[config.mk]
export PLATFORM = sky130hd
export DESIGN_NAME = sensor_node_wake_policy_flat
export DESIGN_NICKNAME = d
export VERILOG_FILES = /design/src/snwp_pkg.sv /design/src/snwp_if.sv /design/src/snwp_cfg_regs.sv /design/src/snwp_serial_div.sv /design/src/snwp_policy.sv /design/src/sensor_node_wake_policy.sv /design/src/flat_wrapper.sv
export SDC_FILE = /design/constraint.sdc
export NUM_CORES = 1
export LEC_CHECK = 0
export BUFFER_PORTS_ARGS = -buffer_cell sky130_fd_sc_hd__buf_2
export CAP_MARGIN = 15
export CORE_MARGIN = 5
export CORE_UTILIZATION = 52
export CTS_BUF_LIST = sky130_fd_sc_hd__clkbuf_8
export DETAILED_ROUTE_END_ITERATION = 12
export PLACE_DENSITY = 0.77
export SLEW_MARGIN = 10
export SYNTH_ARGS = -nofsm -noshare
export SYNTH_HDL_FRONTEND = slang
export SYNTH_SLANG_ARGS = --single-unit
[constraint.sdc]
create_clock -name clk_i -period 11.88 [get_ports clk_i]
set_input_delay 2.376 -clock clk_i [delete_from_list [all_inputs] [get_ports clk_i]]
set_output_delay 2.376 -clock clk_i [all_outputs]
set_load 0.01 [all_outputs]
[src/snwp_pkg.sv]
// Shared types, constants and helper functions of the sensor node wake policy.
`default_nettype none

package snwp_pkg;

  // Field widths
  localparam int RawW     = 12;
  localparam int MvW      = 13;
  localparam int PctW     = 7;
  localparam int BandW    = 3;
  localparam int CntW     = 16;
  localparam int LowW     = 14;
  localparam int PhaseW   = 6;
  localparam int CfgIdxW  = 3;
  localparam int CfgDataW = 13;

  // Policy constants
  localparam int HEARTBEAT_WAKES = 48;
  localparam int REDRAW_STEP     = 3;

  localparam logic [PctW-1:0] BandEdgeGood  = 7'd40;
  localparam logic [PctW-1:0] BandEdgeMoist = 7'd70;
  localparam logic [PctW-1:0] PctFull       = 7'd100;
  localparam logic [LowW-1:0] LowWaterReset = 14'd9999;
  localparam logic [CntW-1:0] TallyMax      = 16'hFFFF;

  // Serial divider sizing: |raw - dry| * 100 fits in 19 bits
  localparam int NumW     = 19;
  localparam int DivSteps = NumW;
  localparam int StepCntW = 5;

  // Configuration register indexes
  typedef enum logic [CfgIdxW-1:0] {
    CFG_DRY      = 3'd0,
    CFG_WET      = 3'd1,
    CFG_VALID    = 3'd2,
    CFG_SUSPECT  = 3'd3,
    CFG_CONSERVE = 3'd4,
    CFG_RESUME   = 3'd5,
    CFG_ALERT_LO = 3'd6,
    CFG_ALERT_HI = 3'd7
  } cfg_idx_e;

  // Status band codes
  typedef enum logic [BandW-1:0] {
    BAND_VERY_DRY = 3'd0,
    BAND_NEEDS    = 3'd1,
    BAND_GOOD     = 3'd2,
    BAND_MOIST    = 3'd3,
    BAND_VERY_WET = 3'd4
  } band_e;

  // Sequencer states
  typedef enum logic {
    ST_IDLE = 1'b0,
    ST_DIV  = 1'b1
  } state_e;

  typedef struct packed {
    logic [RawW-1:0] dry;
    logic [RawW-1:0] wet;
    logic [MvW-1:0]  valid_mv;
    logic [MvW-1:0]  suspect_mv;
    logic [MvW-1:0]  conserve_mv;
    logic [MvW-1:0]  resume_mv;
    logic [PctW-1:0] alert_lo;
    logic [PctW-1:0] alert_hi;
  } cfg_t;

  typedef struct packed {
    logic [PctW-1:0]  moisture_pct;
    logic [BandW-1:0] status_band;
    logic             battery_valid;
    logic             battery_suspect;
    logic             conserving_now;
    logic             radio_alert;
    logic             heartbeat_due;
    logic             send_radio;
    logic             redraw;
    logic             long_sleep;
    logic [CntW-1:0]  brownout_count;
    logic [LowW-1:0]  min_battery_mv;
  } result_t;

  // Five-band classification of a percentage.
  function automatic band_e band_of(input logic [PctW-1:0] p,
                                    input logic [PctW-1:0] lo,
                                    input logic [PctW-1:0] hi);
    band_e b;
    if (p < lo) begin
      b = BAND_VERY_DRY;
    end else if (p < BandEdgeGood) begin
      b = BAND_NEEDS;
    end else if (p < BandEdgeMoist) begin
      b = BAND_GOOD;
    end else if (p < hi) begin
      b = BAND_MOIST;
    end else begin
      b = BAND_VERY_WET;
    end
    return b;
  endfunction

endpackage

`default_nettype wire

[src/snwp_if.sv]
// Handshake channel interfaces: input items, result items and configuration writes.
`default_nettype none

interface snwp_in_if;
  import snwp_pkg::*;
  logic             valid;
  logic             ready;
  logic [RawW-1:0]  moisture_raw;
  logic [MvW-1:0]   battery_mv;
  logic             brownout_reset;

  modport source (output valid, output moisture_raw, output battery_mv,
                  output brownout_reset, input ready);
  modport sink   (input valid, input moisture_raw, input battery_mv,
                  input brownout_reset, output ready);
endinterface

interface snwp_out_if;
  import snwp_pkg::*;
  logic             valid;
  logic             ready;
  logic [PctW-1:0]  moisture_pct;
  logic [BandW-1:0] status_band;
  logic             battery_valid;
  logic             battery_suspect;
  logic             conserving_now;
  logic             radio_alert;
  logic             heartbeat_due;
  logic             send_radio;
  logic             redraw;
  logic             long_sleep;
  logic [CntW-1:0]  brownout_count;
  logic [LowW-1:0]  min_battery_mv;

  modport source (output valid, output moisture_pct, output status_band,
                  output battery_valid, output battery_suspect, output conserving_now,
                  output radio_alert, output heartbeat_due, output send_radio,
                  output redraw, output long_sleep, output brownout_count,
                  output min_battery_mv, input ready);
  modport sink   (input valid, input moisture_pct, input status_band,
                  input battery_valid, input battery_suspect, input conserving_now,
                  input radio_alert, input heartbeat_due, input send_radio,
                  input redraw, input long_sleep, input brownout_count,
                  input min_battery_mv, output ready);
endinterface

interface snwp_cfg_if;
  import snwp_pkg::*;
  logic                valid;
  logic                ready;
  logic [CfgIdxW-1:0]  index;
  logic [CfgDataW-1:0] data;

  modport source (output valid, output index, output data, input ready);
  modport sink   (input valid, input index, input data, output ready);
endinterface

`default_nettype wire

[src/snwp_cfg_regs.sv]
// Configuration register file with reset calibration and thresholds.
`default_nettype none

module snwp_cfg_regs (
  input  wire logic           clk_i,
  input  wire logic           rst_ni,
  snwp_cfg_if.sink            cfg_i,
  output snwp_pkg::cfg_t      cfg_o
);
  import snwp_pkg::*;

  cfg_t cfg_q, cfg_d;

  // Writes are always taken.
  assign cfg_i.ready = 1'b1;

  // Register selection by index.
  always_comb begin
    cfg_d = cfg_q;
    if (cfg_i.valid) begin
      case (cfg_idx_e'(cfg_i.index))
        CFG_DRY:      cfg_d.dry         = cfg_i.data[RawW-1:0];
        CFG_WET:      cfg_d.wet         = cfg_i.data[RawW-1:0];
        CFG_VALID:    cfg_d.valid_mv    = cfg_i.data[MvW-1:0];
        CFG_SUSPECT:  cfg_d.suspect_mv  = cfg_i.data[MvW-1:0];
        CFG_CONSERVE: cfg_d.conserve_mv = cfg_i.data[MvW-1:0];
        CFG_RESUME:   cfg_d.resume_mv   = cfg_i.data[MvW-1:0];
        CFG_ALERT_LO: cfg_d.alert_lo    = cfg_i.data[PctW-1:0];
        CFG_ALERT_HI: cfg_d.alert_hi    = cfg_i.data[PctW-1:0];
        default:      cfg_d = cfg_q;
      endcase
    end
  end

  always_ff @(posedge clk_i or negedge rst_ni) begin
    if (!rst_ni) begin
      cfg_q.dry         <= 12'd3160;
      cfg_q.wet         <= 12'd1300;
      cfg_q.valid_mv    <= 13'd2500;
      cfg_q.suspect_mv  <= 13'd3600;
      cfg_q.conserve_mv <= 13'd3500;
      cfg_q.resume_mv   <= 13'd3650;
      cfg_q.alert_lo    <= 7'd20;
      cfg_q.alert_hi    <= 7'd90;
    end else begin
      cfg_q <= cfg_d;
    end
  end

  assign cfg_o = cfg_q;

endmodule

`default_nettype wire

[src/snwp_serial_div.sv]
// Restoring bit-serial divider, one quotient bit per cycle.
`default_nettype none

module snwp_serial_div (
  input  wire logic                       clk_i,
  input  wire logic                       rst_ni,
  input  wire logic                       start_i,
  input  wire logic [snwp_pkg::NumW-1:0]  dividend_i,
  input  wire logic [snwp_pkg::RawW-1:0]  divisor_i,
  output      logic                       busy_o,
  output      logic [snwp_pkg::NumW-1:0]  quotient_o
);
  import snwp_pkg::*;

  logic                busy_q, busy_d;
  logic [StepCntW-1:0] step_q, step_d;
  logic [RawW-1:0]     rem_q, rem_d;
  logic [NumW-1:0]     quo_q, quo_d;
  logic [RawW-1:0]     den_q, den_d;
  logic [RawW:0]       shifted;
  logic [RawW:0]       trial;

  // One subtract-and-compare step: bring down the next dividend bit.
  always_comb begin
    shifted = {rem_q, quo_q[NumW-1]};
    trial   = shifted - {1'b0, den_q};
    busy_d  = busy_q;
    step_d  = step_q;
    rem_d   = rem_q;
    quo_d   = quo_q;
    den_d   = den_q;
    if (start_i) begin
      busy_d = 1'b1;
      step_d = '0;
      rem_d  = '0;
      quo_d  = dividend_i;
      den_d  = divisor_i;
    end else if (busy_q) begin
      if (shifted >= {1'b0, den_q}) begin
        rem_d = trial[RawW-1:0];
        quo_d = {quo_q[NumW-2:0], 1'b1};
      end else begin
        rem_d = shifted[RawW-1:0];
        quo_d = {quo_q[NumW-2:0], 1'b0};
      end
      step_d = step_q + 1'b1;
      if (step_q == StepCntW'(DivSteps - 1)) begin
        busy_d = 1'b0;
      end
    end
  end

  always_ff @(posedge clk_i or negedge rst_ni) begin
    if (!rst_ni) begin
      busy_q <= 1'b0;
      step_q <= '0;
    end else begin
      busy_q <= busy_d;
      step_q <= step_d;
    end
  end

  always_ff @(posedge clk_i) begin
    rem_q <= rem_d;
    quo_q <= quo_d;
    den_q <= den_d;
  end

  assign busy_o     = busy_q;
  assign quotient_o = quo_q;

endmodule

`default_nettype wire

[src/snwp_policy.sv]
// Battery classification, conservation latch, redraw decision and wake counters.
`default_nettype none

module snwp_policy (
  input  wire logic                       clk_i,
  input  wire logic                       rst_ni,
  input  wire snwp_pkg::cfg_t             cfg_i,
  input  wire logic [snwp_pkg::PctW-1:0]  pct_i,
  input  wire logic [snwp_pkg::MvW-1:0]   mv_i,
  input  wire logic                       brown_i,
  input  wire logic                       commit_i,
  output      snwp_pkg::result_t          result_o
);
  import snwp_pkg::*;

  logic              latch_q, latch_d;
  logic [PhaseW-1:0] phase_q, phase_d;
  logic              drawn_valid_q, drawn_valid_d;
  logic [PctW-1:0]   drawn_pct_q, drawn_pct_d;
  logic              drawn_alert_q, drawn_alert_d;
  logic              drawn_suspect_q, drawn_suspect_d;
  logic              drawn_cons_q, drawn_cons_d;
  logic [CntW-1:0]   tally_q, tally_d;
  logic [LowW-1:0]   lowest_q, lowest_d;

  logic              latch_brown;
  logic              valid, suspect, disp_alert, radio_alert, heartbeat, redraw;
  logic [PctW-1:0]   pct_diff;
  logic [PhaseW:0]   phase_inc;
  band_e             band_now;

  always_comb begin
    // Brownout first: count it and set the latch.
    tally_d     = (brown_i && tally_q != TallyMax) ? tally_q + 1'b1 : tally_q;
    latch_brown = latch_q | brown_i;

    valid   = mv_i >= cfg_i.valid_mv;
    suspect = valid && (mv_i <= cfg_i.suspect_mv);

    // Low-water mark and voltage hysteresis, only on a valid reading.
    lowest_d = lowest_q;
    latch_d  = latch_brown;
    if (valid) begin
      if ({1'b0, mv_i} < lowest_q) begin
        lowest_d = {1'b0, mv_i};
      end
      if (latch_brown) begin
        latch_d = !(mv_i >= cfg_i.resume_mv);
      end else begin
        latch_d = mv_i <= cfg_i.conserve_mv;
      end
    end

    band_now    = band_of(pct_i, cfg_i.alert_lo, cfg_i.alert_hi);
    disp_alert  = (pct_i < cfg_i.alert_lo) || (pct_i > cfg_i.alert_hi);
    radio_alert = valid && !suspect && disp_alert;
    heartbeat   = phase_q == '0;
    pct_diff    = (pct_i >= drawn_pct_q) ? pct_i - drawn_pct_q : drawn_pct_q - pct_i;

    // Display refresh decision.
    if (!drawn_valid_q || heartbeat) begin
      redraw = 1'b1;
    end else if (latch_d != drawn_cons_q) begin
      redraw = 1'b1;
    end else if (disp_alert != drawn_alert_q) begin
      redraw = 1'b1;
    end else if (suspect != drawn_suspect_q) begin
      redraw = 1'b1;
    end else if (latch_d) begin
      redraw = 1'b0;
    end else begin
      redraw = (pct_diff >= PctW'(REDRAW_STEP)) ||
               (band_now != band_of(drawn_pct_q, cfg_i.alert_lo, cfg_i.alert_hi));
    end

    drawn_valid_d   = drawn_valid_q | redraw;
    drawn_pct_d     = redraw ? pct_i : drawn_pct_q;
    drawn_alert_d   = redraw ? disp_alert : drawn_alert_q;
    drawn_suspect_d = redraw ? suspect : drawn_suspect_q;
    drawn_cons_d    = redraw ? latch_d : drawn_cons_q;

    // Wake phase wraps at the heartbeat period.
    phase_inc = {1'b0, phase_q} + 1'b1;
    phase_d   = (phase_inc >= (PhaseW+1)'(HEARTBEAT_WAKES)) ? '0 : phase_inc[PhaseW-1:0];

    result_o.moisture_pct    = pct_i;
    result_o.status_band     = band_now;
    result_o.battery_valid   = valid;
    result_o.battery_suspect = suspect;
    result_o.conserving_now  = latch_d;
    result_o.radio_alert     = radio_alert;
    result_o.heartbeat_due   = heartbeat;
    result_o.send_radio      = !latch_d && (radio_alert || heartbeat);
    result_o.redraw          = redraw;
    result_o.long_sleep      = latch_d;
    result_o.brownout_count  = tally_d;
    result_o.min_battery_mv  = lowest_d;
  end

  // Policy state advances once per item, when its result is registered.
  always_ff @(posedge clk_i or negedge rst_ni) begin
    if (!rst_ni) begin
      latch_q         <= 1'b0;
      phase_q         <= '0;
      drawn_valid_q   <= 1'b0;
      drawn_pct_q     <= '0;
      drawn_alert_q   <= 1'b0;
      drawn_suspect_q <= 1'b0;
      drawn_cons_q    <= 1'b0;
      tally_q         <= '0;
      lowest_q        <= LowWaterReset;
    end else if (commit_i) begin
      latch_q         <= latch_d;
      phase_q         <= phase_d;
      drawn_valid_q   <= drawn_valid_d;
      drawn_pct_q     <= drawn_pct_d;
      drawn_alert_q   <= drawn_alert_d;
      drawn_suspect_q <= drawn_suspect_d;
      drawn_cons_q    <= drawn_cons_d;
      tally_q         <= tally_d;
      lowest_q        <= lowest_d;
    end
  end

endmodule

`default_nettype wire

[src/sensor_node_wake_policy.sv]
// An accepted item starts the 19-step serial divider of the percentage map; the
// result is registered once the divider is done and any earlier result has been
// taken. No new item is accepted until then.
// The output register holds a result while the next item is already computing.
// Reset (asynchronous, active low) restores the calibration and threshold
// registers, clears the latch, counters and display record, and sets the low-water mark to 9999.
`default_nettype none

module sensor_node_wake_policy (
  input  wire logic   clk_i,
  input  wire logic   rst_ni,
  snwp_in_if.sink     in_i,
  snwp_out_if.source  out_o,
  snwp_cfg_if.sink    cfg_i
);
  import snwp_pkg::*;

  state_e           state_q, state_d;
  cfg_t             cfg;
  logic             in_accept;
  logic             load_out;
  logic             div_busy;
  logic [NumW-1:0]  quotient;
  logic [RawW-1:0]  num_mag, span_mag;
  logic             num_neg, span_neg;
  logic [NumW-1:0]  dividend;
  logic [PctW-1:0]  pct;

  logic [MvW-1:0]   mv_q;
  logic             brown_q;
  logic             neg_q;
  logic             span_zero_q;
  logic             out_valid_q, out_valid_d;
  result_t          res_q;
  result_t          policy_res;

  snwp_cfg_regs u_cfg (
    .clk_i  (clk_i),
    .rst_ni (rst_ni),
    .cfg_i  (cfg_i),
    .cfg_o  (cfg)
  );

  // Sign and magnitude of the numerator and span, numerator scaled by 100.
  always_comb begin
    num_neg  = in_i.moisture_raw < cfg.dry;
    num_mag  = num_neg ? cfg.dry - in_i.moisture_raw : in_i.moisture_raw - cfg.dry;
    span_neg = cfg.wet < cfg.dry;
    span_mag = span_neg ? cfg.dry - cfg.wet : cfg.wet - cfg.dry;
    dividend = {1'b0, num_mag, 6'b0} + {2'b0, num_mag, 5'b0} + {5'b0, num_mag, 2'b0};
  end

  assign in_accept  = in_i.valid && in_i.ready;
  assign in_i.ready = state_q == ST_IDLE;

  snwp_serial_div u_div (
    .clk_i      (clk_i),
    .rst_ni     (rst_ni),
    .start_i    (in_accept),
    .dividend_i (dividend),
    .divisor_i  (span_mag),
    .busy_o     (div_busy),
    .quotient_o (quotient)
  );

  // Truncated quotient clamped to 0..100; a negative map or equal points give 0.
  always_comb begin
    if (span_zero_q || neg_q) begin
      pct = '0;
    end else if (quotient > NumW'(PctFull)) begin
      pct = PctFull;
    end else begin
      pct = quotient[PctW-1:0];
    end
  end

  snwp_policy u_policy (
    .clk_i    (clk_i),
    .rst_ni   (rst_ni),
    .cfg_i    (cfg),
    .pct_i    (pct),
    .mv_i     (mv_q),
    .brown_i  (brown_q),
    .commit_i (load_out),
    .result_o (policy_res)
  );

  // Sequencer: wait for the divider and a free output register, then hand the result to it.
  always_comb begin
    state_d     = state_q;
    load_out    = 1'b0;
    out_valid_d = out_valid_q;
    if (out_valid_q && out_o.ready) begin
      out_valid_d = 1'b0;
    end
    case (state_q)
      ST_IDLE: begin
        if (in_accept) begin
          state_d = ST_DIV;
        end
      end
      ST_DIV: begin
        if (!div_busy && (!out_valid_q || out_o.ready)) begin
          load_out    = 1'b1;
          out_valid_d = 1'b1;
          state_d     = ST_IDLE;
        end
      end
      default: state_d = ST_IDLE;
    endcase
  end

  always_ff @(posedge clk_i or negedge rst_ni) begin
    if (!rst_ni) begin
      state_q     <= ST_IDLE;
      out_valid_q <= 1'b0;
    end else begin
      state_q     <= state_d;
      out_valid_q <= out_valid_d;
    end
  end

  // Item capture and result register.
  always_ff @(posedge clk_i) begin
    if (in_accept) begin
      mv_q        <= in_i.battery_mv;
      brown_q     <= in_i.brownout_reset;
      neg_q       <= num_neg ^ span_neg;
      span_zero_q <= span_mag == '0;
    end
    if (load_out) begin
      res_q <= policy_res;
    end
  end

  assign out_o.valid           = out_valid_q;
  assign out_o.moisture_pct    = res_q.moisture_pct;
  assign out_o.status_band     = res_q.status_band;
  assign out_o.battery_valid   = res_q.battery_valid;
  assign out_o.battery_suspect = res_q.battery_suspect;
  assign out_o.conserving_now  = res_q.conserving_now;
  assign out_o.radio_alert     = res_q.radio_alert;
  assign out_o.heartbeat_due   = res_q.heartbeat_due;
  assign out_o.send_radio      = res_q.send_radio;
  assign out_o.redraw          = res_q.redraw;
  assign out_o.long_sleep      = res_q.long_sleep;
  assign out_o.brownout_count  = res_q.brownout_count;
  assign out_o.min_battery_mv  = res_q.min_battery_mv;

endmodule

`default_nettype wire

[src/flat_wrapper.sv]
// flat-port wrapper written by rule: the top's interface ports become plain ports
module sensor_node_wake_policy_flat import snwp_pkg::*;
  (clk_i, rst_ni, in_i_valid, in_i_moisture_raw, in_i_battery_mv, in_i_brownout_reset, in_i_ready, out_o_valid, out_o_moisture_pct, out_o_status_band, out_o_battery_valid, out_o_battery_suspect, out_o_conserving_now, out_o_radio_alert, out_o_heartbeat_due, out_o_send_radio, out_o_redraw, out_o_long_sleep, out_o_brownout_count, out_o_min_battery_mv, out_o_ready, cfg_i_valid, cfg_i_index, cfg_i_data, cfg_i_ready);
  snwp_in_if in_i_i ();
  snwp_out_if out_o_i ();
  snwp_cfg_if cfg_i_i ();
  input  wire logic clk_i;
  input  wire logic rst_ni;
  input wire logic [$bits(in_i_i.valid)-1:0] in_i_valid;
  input wire logic [$bits(in_i_i.moisture_raw)-1:0] in_i_moisture_raw;
  input wire logic [$bits(in_i_i.battery_mv)-1:0] in_i_battery_mv;
  input wire logic [$bits(in_i_i.brownout_reset)-1:0] in_i_brownout_reset;
  output wire logic [$bits(in_i_i.ready)-1:0] in_i_ready;
  output wire logic [$bits(out_o_i.valid)-1:0] out_o_valid;
  output wire logic [$bits(out_o_i.moisture_pct)-1:0] out_o_moisture_pct;
  output wire logic [$bits(out_o_i.status_band)-1:0] out_o_status_band;
  output wire logic [$bits(out_o_i.battery_valid)-1:0] out_o_battery_valid;
  output wire logic [$bits(out_o_i.battery_suspect)-1:0] out_o_battery_suspect;
  output wire logic [$bits(out_o_i.conserving_now)-1:0] out_o_conserving_now;
  output wire logic [$bits(out_o_i.radio_alert)-1:0] out_o_radio_alert;
  output wire logic [$bits(out_o_i.heartbeat_due)-1:0] out_o_heartbeat_due;
  output wire logic [$bits(out_o_i.send_radio)-1:0] out_o_send_radio;
  output wire logic [$bits(out_o_i.redraw)-1:0] out_o_redraw;
  output wire logic [$bits(out_o_i.long_sleep)-1:0] out_o_long_sleep;
  output wire logic [$bits(out_o_i.brownout_count)-1:0] out_o_brownout_count;
  output wire logic [$bits(out_o_i.min_battery_mv)-1:0] out_o_min_battery_mv;
  input wire logic [$bits(out_o_i.ready)-1:0] out_o_ready;
  input wire logic [$bits(cfg_i_i.valid)-1:0] cfg_i_valid;
  input wire logic [$bits(cfg_i_i.index)-1:0] cfg_i_index;
  input wire logic [$bits(cfg_i_i.data)-1:0] cfg_i_data;
  output wire logic [$bits(cfg_i_i.ready)-1:0] cfg_i_ready;
  assign in_i_i.valid = in_i_valid;
  assign in_i_i.moisture_raw = in_i_moisture_raw;
  assign in_i_i.battery_mv = in_i_battery_mv;
  assign in_i_i.brownout_reset = in_i_brownout_reset;
  assign in_i_ready = in_i_i.ready;
  assign out_o_valid = out_o_i.valid;
  assign out_o_moisture_pct = out_o_i.moisture_pct;
  assign out_o_status_band = out_o_i.status_band;
  assign out_o_battery_valid = out_o_i.battery_valid;
  assign out_o_battery_suspect = out_o_i.battery_suspect;
  assign out_o_conserving_now = out_o_i.conserving_now;
  assign out_o_radio_alert = out_o_i.radio_alert;
  assign out_o_heartbeat_due = out_o_i.heartbeat_due;
  assign out_o_send_radio = out_o_i.send_radio;
  assign out_o_redraw = out_o_i.redraw;
  assign out_o_long_sleep = out_o_i.long_sleep;
  assign out_o_brownout_count = out_o_i.brownout_count;
  assign out_o_min_battery_mv = out_o_i.min_battery_mv;
  assign out_o_i.ready = out_o_ready;
  assign cfg_i_i.valid = cfg_i_valid;
  assign cfg_i_i.index = cfg_i_index;
  assign cfg_i_i.data = cfg_i_data;
  assign cfg_i_ready = cfg_i_i.ready;
  sensor_node_wake_policy u_core (.clk_i(clk_i), .rst_ni(rst_ni), .in_i(in_i_i), .out_o(out_o_i), .cfg_i(cfg_i_i));
endmodule
Yosys cells after proc, flatten, opt, wreduce, memory -nomap -nowiden --
Index checks and enable logic that the tools add are counted.
Cells by class: divide/modulo/power cells 0, equality and inequality tests 13, reductions and logical operators 33, shifts and indexed selects 0, muxes and demuxes 46, $lt $le $gt $ge 21, add/sub/neg operators 12, bitwise logic cells 4, multipliers 0
Operators with widths (number):
- 12-bit subtractor | 5
- 3-bit two-way mux | 13
- 19-bit two-way mux | 2
- 12-bit two-way mux | 3
- 7-bit < comparator | 4
- 14-bit two-way mux | 2
- 13-bit >= comparator | 2
- 13-bit less-or-equal comparator | 2
- 12-bit < comparator | 2
- 7-bit two-way mux | 3
- 18-bit by 17-bit adder with 19-bit output | 1
- 19-bit by 14-bit adder with 19-bit output | 1
- 19-bit by 7-bit > comparator with 1-bit output, second input constant | 1
- 1-bit two-way mux | 18
- 2-bit AND reduction | 9
- 16-bit by 1-bit adder with 16-bit output, second input constant | 1
- 16-bit two-way mux | 1
- 16-bit != test, second input constant | 1
- 13-bit by 14-bit < comparator with 1-bit output | 1
- 7-bit by 6-bit < comparator with 1-bit output, second input constant | 2
- 7-bit < comparator, second input constant | 2
- 7-bit subtractor | 2
- 13-bit by 12-bit >= comparator with 1-bit output | 1
- 3-bit == test, second input constant | 4
- 24 further kinds | 46
Storage, ports and cells: input bits 47, memories kept 0, latch bits 0, bits in writable memories 0, memory bits (read-only) 0, word-level logic and storage cells 168, output and inout port bits 51, flip-flop bits (word level) 252

Logic depth before layout (Yosys ltp) --
depth in word-level cells 18, mapped depth 27, mapped depth without buffers 27

Cells and area by module --
Synthesis repeated with hierarchy kept, for this count alone.
Second synthesis, totals: cell total of the unflattened synthesis 1569, area, all modules 16832.4 µm²
Modules (own cells, without submodules):
- snwp_policy | seq. area each 1211.2 µm², cells an instance 657, times used 1, area an instance 5605.4 µm²
- sensor_node_wake_policy | seq. area each 1971.9 µm², cells an instance 474, times used 1, area an instance 5004.8 µm²
- snwp_cfg_regs | seq. area each 2297.2 µm², cells an instance 200, times used 1, area an instance 3593.4 µm²
- snwp_serial_div | seq. area each 1321.3 µm², cells an instance 238, times used 1, area an instance 2628.8 µm²

Worst setup path before layout --
Ideal clock, no wire load.
path kind input to register, from input port in_i_moisture_raw[5], to register u_core.u_div.quo_q[17] (netlist: u_core.u_div.quotient_o[17]) (data pin), setup slack 4191 ps, setup time 269 ps, buffers on the path 3, data required time 11611 ps, stages 24, data arrival time 7420 ps, cell sequence inv_1 ha_1 clkbuf_1 and3_1 a221oi_1 o221a_2 o21ai_0 clkbuf_1 buf_1 mux2i_1 o21ai_0 xor2_1 fa_1 ha_1 a21o_1 a21oi_1 o21ai_0 a21oi_1 nand2b_1 a21boi_0 o31a_1 o41ai_1 xor2_1 o21ai_0
On the way: longest elaborated chain between the ends 5, elaborated cells between the ends (all ways) 7, those cells by class add/sub (4); order compare (1); mux (2)
RTL lines:
- start: declaration | RTL line flat_wrapper.sv:10 | input wire logic [$bits(in_i_i.moisture_raw)-1:0] in_i_moisture_raw;
- 12-bit subtractor or 12-bit < comparator (tied branches) | RTL line sensor_node_wake_policy.sv:47, sensor_node_wake_policy.sv:46
- 12-bit two-way mux (*) | RTL line sensor_node_wake_policy.sv:47 | num_mag = num_neg ? cfg.dry - in_i.moisture_raw : in_i.moisture_raw - cfg.dry;
- 18-bit by 17-bit adder with 19-bit output | RTL line sensor_node_wake_policy.sv:50 | dividend = {1'b0, num_mag, 6'b0} + {2'b0, num_mag, 5'b0} + {5'b0, num_mag, 2'b0};
- 19-bit by 14-bit adder with 19-bit output (*) | RTL line sensor_node_wake_policy.sv:50
- 19-bit two-way mux (*) | RTL line snwp_serial_div.sv:32 | if (start_i) begin
- net u_core.u_div.quo_d[17] | RTL line snwp_serial_div.sv:18 | logic [NumW-1:0] quo_q, quo_d;
- end signal: assignment | RTL line snwp_serial_div.sv:65 | quo_q <= quo_d;
- end: declaration | RTL line snwp_serial_div.sv:18
The timed path passes the listed nets; every way through them passes the cells marked *. A chain may end at the register's enable or synchronous reset.

Worst setup path in the final report --
from input port in_i_moisture_raw[0], to register u_core.u_div.quo_q[17] (netlist: u_core.u_div.quotient_o[17]) (data pin)
The elaborated chain is that of the path after synthesis.

==> impl_metrics.env <==
export IMPL_fin_crit_sh=0.667
export IMPL_drive_above_1_share=0.182
export IMPL_yosys_warnings=0
export IMPL_timing_max_cap_violations=0
export IMPL_cts_sinks=252
export IMPL_initial_utilization=0.522
export IMPL_vias=12154
export IMPL_wl_per_cell_um=16.5
export IMPL_path_max_fanout=8
export IMPL_antenna_cells=0
export IMPL_syn_cell_area_um2=16300
export IMPL_synth_ff_type="dfrtp_1"
export IMPL_grt_total_usage=0.205
export IMPL_vias_per_cell=5.57
export IMPL_nets=1985
export IMPL_outcome="finished clean"
export IMPL_postCtsHoldBufs=0
export IMPL_clkTransAtPathRegs_ns=0.06
export IMPL_slew_headroom=0.270
export IMPL_detail_route_antenna_nets=0
export IMPL_fillers=2655
export IMPL_mostFrequentLayoutCells="inv_1, ha_1, nand2_1"
export IMPL_post_cts_buffers=0
export IMPL_cellPowerDensity_nw_per_um2=249
export IMPL_grt_use_met3=0.0302
export IMPL_dp_hpwl_um=27000
export IMPL_use_met2=0.349
export IMPL_core_um2=31300
export IMPL_syn_avg_cell_area_um2=10.0
export IMPL_first_global_vias=12285
export IMPL_dr_first_iter_drc_count=904
export IMPL_tns_ns=0
export IMPL_clock_root_buffer="clkbuf_8"
export IMPL_grt_pass1_wl_um=60700
export IMPL_layout_commonest_cell="inv_1"
export IMPL_worstPathArrival_ns=8.20
export IMPL_worst_pin_slew_ns=1.09
export IMPL_ctsLongestPathBuffers=3
export IMPL_synth_edf_count=94
export IMPL_power_mw=4.53
export IMPL_synthCells=1633
export IMPL_h_tree_depth=2
export IMPL_antenna_found_initial=1
export IMPL_place_congestion=0.892
export IMPL_cts_tree="yes"
export IMPL_ios=98
export IMPL_clock_latency_ns=0.56
export IMPL_ys_seq_area_frac=0.414
export IMPL_fin_skew_ns=0.0333
export IMPL_numCtsBuffers=45
export IMPL_rsz0062_at_grt="false"
export IMPL_num_rows=65
export IMPL_syn_nets=1873
export IMPL_busiest_layer="met2"
export IMPL_fp_dieArea_um2=35100
export IMPL_min_path_type="flip-flop to flip-flop"
export IMPL_grt_met1_usage=0.276
export IMPL_syn_to_final_growth_pct=11.3
export IMPL_ir_drop_v=0.000127
export IMPL_cp_start_kind="primary input"
export IMPL_critPathKind="primary input to flip-flop"
export IMPL_endpoint_kind="flip-flop"
export IMPL_die_x_um=187
export IMPL_port_buffers=96
export IMPL_wirelength_um=35900
export IMPL_die_h_um=187
export IMPL_synth_cell_types=82
export IMPL_ys_ff_latch=252
export IMPL_globalRoute_totalOverflow=0
export IMPL_grt_max_degree=79
export IMPL_fin_crit_ns=7.93
export IMPL_setup_violations=0
export IMPL_leakagePower_nw=8.31
export IMPL_synthArstFlopShare=0.579
export IMPL_crit_required_ns=12.15
export IMPL_dr_pass1_iters=5
export IMPL_cts_resized=0
export IMPL_report_final_slew_viol_count=0
export IMPL_hold_violations=0
export IMPL_drc=0
export IMPL_max_clock_freq_mhz=126
==> worst paths after layout <==
path,slack (ns),start,end,cells after the start
worst max-delay path,3.95,in_i_moisture_raw[0],u_core.u_div.quotient_o[17],27
worst max register to register,5.35,u_core.u_cfg.cfg_o[79],u_core.u_div.quotient_o[17],24
worst min-delay path,0.47,u_core.u_policy.drawn_valid_q,u_core.u_policy.drawn_valid_q,1
worst min register to register,0.47,u_core.u_policy.drawn_valid_q,u_core.u_policy.drawn_valid_q,1
min in group asynchronous,1.85,rst_ni,u_core.u_policy.lowest_q[7],1
max in group asynchronous,8.59,rst_ni,u_core.u_cfg.cfg_o[12],2
==> logic make-up (layout without fill, tap and decap cells) <==
kind of cell | count (synthesis) | in the layout | synth area share
AO/OA/AOI/OAI | 359 | 359 | 0.140
XOR/XNOR | 75 | 75 | 0.0402
adder cells (fa/ha/maj) | 194 | 194 | 0.156
buffers and inverters | 241 | 389 | 0.0561
flip-flops | 252 | 252 | 0.414
multiplexers | 104 | 104 | 0.0707
other | 1 | 1 | 0.000230
AND/OR/NAND/NOR | 407 | 407 | 0.122
==> power by group <==
part           internal [mW]  total (mW)  switching, mW
Clock                  0.439       0.798          0.360
Sequential              1.23        1.40          0.175
Combinational           1.00        2.33           1.32
==> flip-flops by register name, indices dropped and copies added, names as in the netlist, 3 cells and up <==
register and count:
u_core.u_div.den_q 12, u_core.out_o.moisture_pct 7, u_core.mv_q 13, u_core.out_o.brownout_count 16, u_core.out_o.status_band 3, u_core.out_o.min_battery_mv 14, u_core.u_cfg.cfg_o 90, u_core.u_policy.phase_q 6
u_core.u_div.step_q 5, u_core.u_policy.drawn_pct_q 7, u_core.u_div.rem_q 12, u_core.u_div.quotient_o 19, u_core.u_policy.tally_q 16, u_core.u_policy.lowest_q 14
==> final cells by class <==
class / count / area, um2 / area share
multi-input cells: 1140 / 8680 / 0.477
flip-flops and latches: 252 / 6770 / 0.372
inverters: 193 / 724 / 0.0398
clock buffers: 51 / 702 / 0.0386
repair buffers: 113 / 614 / 0.0338
well taps: 402 / 503 / 0.0277
clock inverters: 32 / 198 / 0.0109
==> cell usage after synthesis (3+ instances only) <==
library cell	count	area [um2]
a211o_1	4	35.0
a21boi_0	7	52.6
inv_1	193	724
o21bai_1	4	30.0
mux2i_1	22	220
ha_1	177	2210
edfxtp_1	94	2820
nand4b_1	5	43.8
and3_1	13	81.3
nor4_1	6	37.5
o311ai_0	3	26.3
o31ai_1	13	97.6
or4_1	3	22.5
or2_2	7	43.8
buf_1	3	11.3
mux2_4	3	45.0
and2_1	8	50.1
xnor2_1	41	359
nand2_1	147	552
a21o_1	32	240
a31oi_1	14	87.6
a2111oi_0	5	43.8
o21a_1	7	52.6
nor3_1	27	135
nor2_1	78	293
o21ai_0	131	656
dfrtp_1	102	2550
xor2_1	34	298
nor3b_1	3	22.5
clkbuf_1	40	150
o41ai_1	4	35.0
a21oi_1	78	390
nand4_1	23	144
nand3b_1	4	30.0
dfxtp_1	12	240
nand3_1	24	120
mux2_2	79	890
o211ai_1	6	45.0
nand2b_1	25	156
and4_1	3	26.3
a211oi_1	16	120
dfstp_2	44	1160
nor2b_1	21	131
fa_1	16	320
==> worst max-delay path, cell delays in order <==
cell and delay, ns:
buf_2 0.11, inv_1 0.06, ha_1 0.15, inv_1 0.06, fa_1 0.38, a21o_1 0.19
a221oi_1 0.37, o221a_2 0.28, o21ai_1 0.22, a211oi_1 0.32, a21oi_1 0.07, a221o_1 0.38
a21oi_1 0.15, o21ai_0 0.14, xor2_1 0.32, fa_1 0.50, ha_1 0.31, a21o_1 0.18
a21oi_1 0.21, o21ai_0 0.13, a21oi_1 0.21, nand2b_1 0.13, a21boi_0 0.11, o31a_1 0.28
o41ai_1 0.31, xor2_1 0.17, o21ai_0 0.08
==> metal layers <==
layer / up-vias / routed length, um
li1: 5978 / -
met5: - / 13
met2: 265 / 17200
met1: 5843 / 16400
met3: 66 / 1540
met4: 2 / 832
==> per-stage QoR <==
| stage | std cells | worst slack (ns) | area (um2) | util | hold WS (ns) |
|---|---|---|---|---|---|
| 2_1_floorplan | 1633 | 4.19 | 16300 | - | 0.436 |
| 6_report | 2183 | 3.95 | 18200 | 0.581 | 0.474 |
| 3_3_place_gp | 2099 | 3.63 | 17300 | 0.552 | 0.451 |
| 3_5_place_dp | 2099 | 3.45 | 17300 | 0.552 | 0.454 |
| 5_1_grt | 2183 | 3.41 | 18200 | 0.581 | 0.497 |
| 4_1_cts | 2182 | 3.98 | 18200 | 0.581 | 0.473 |
No activity file was read; power rests on OpenSTA's default activity.
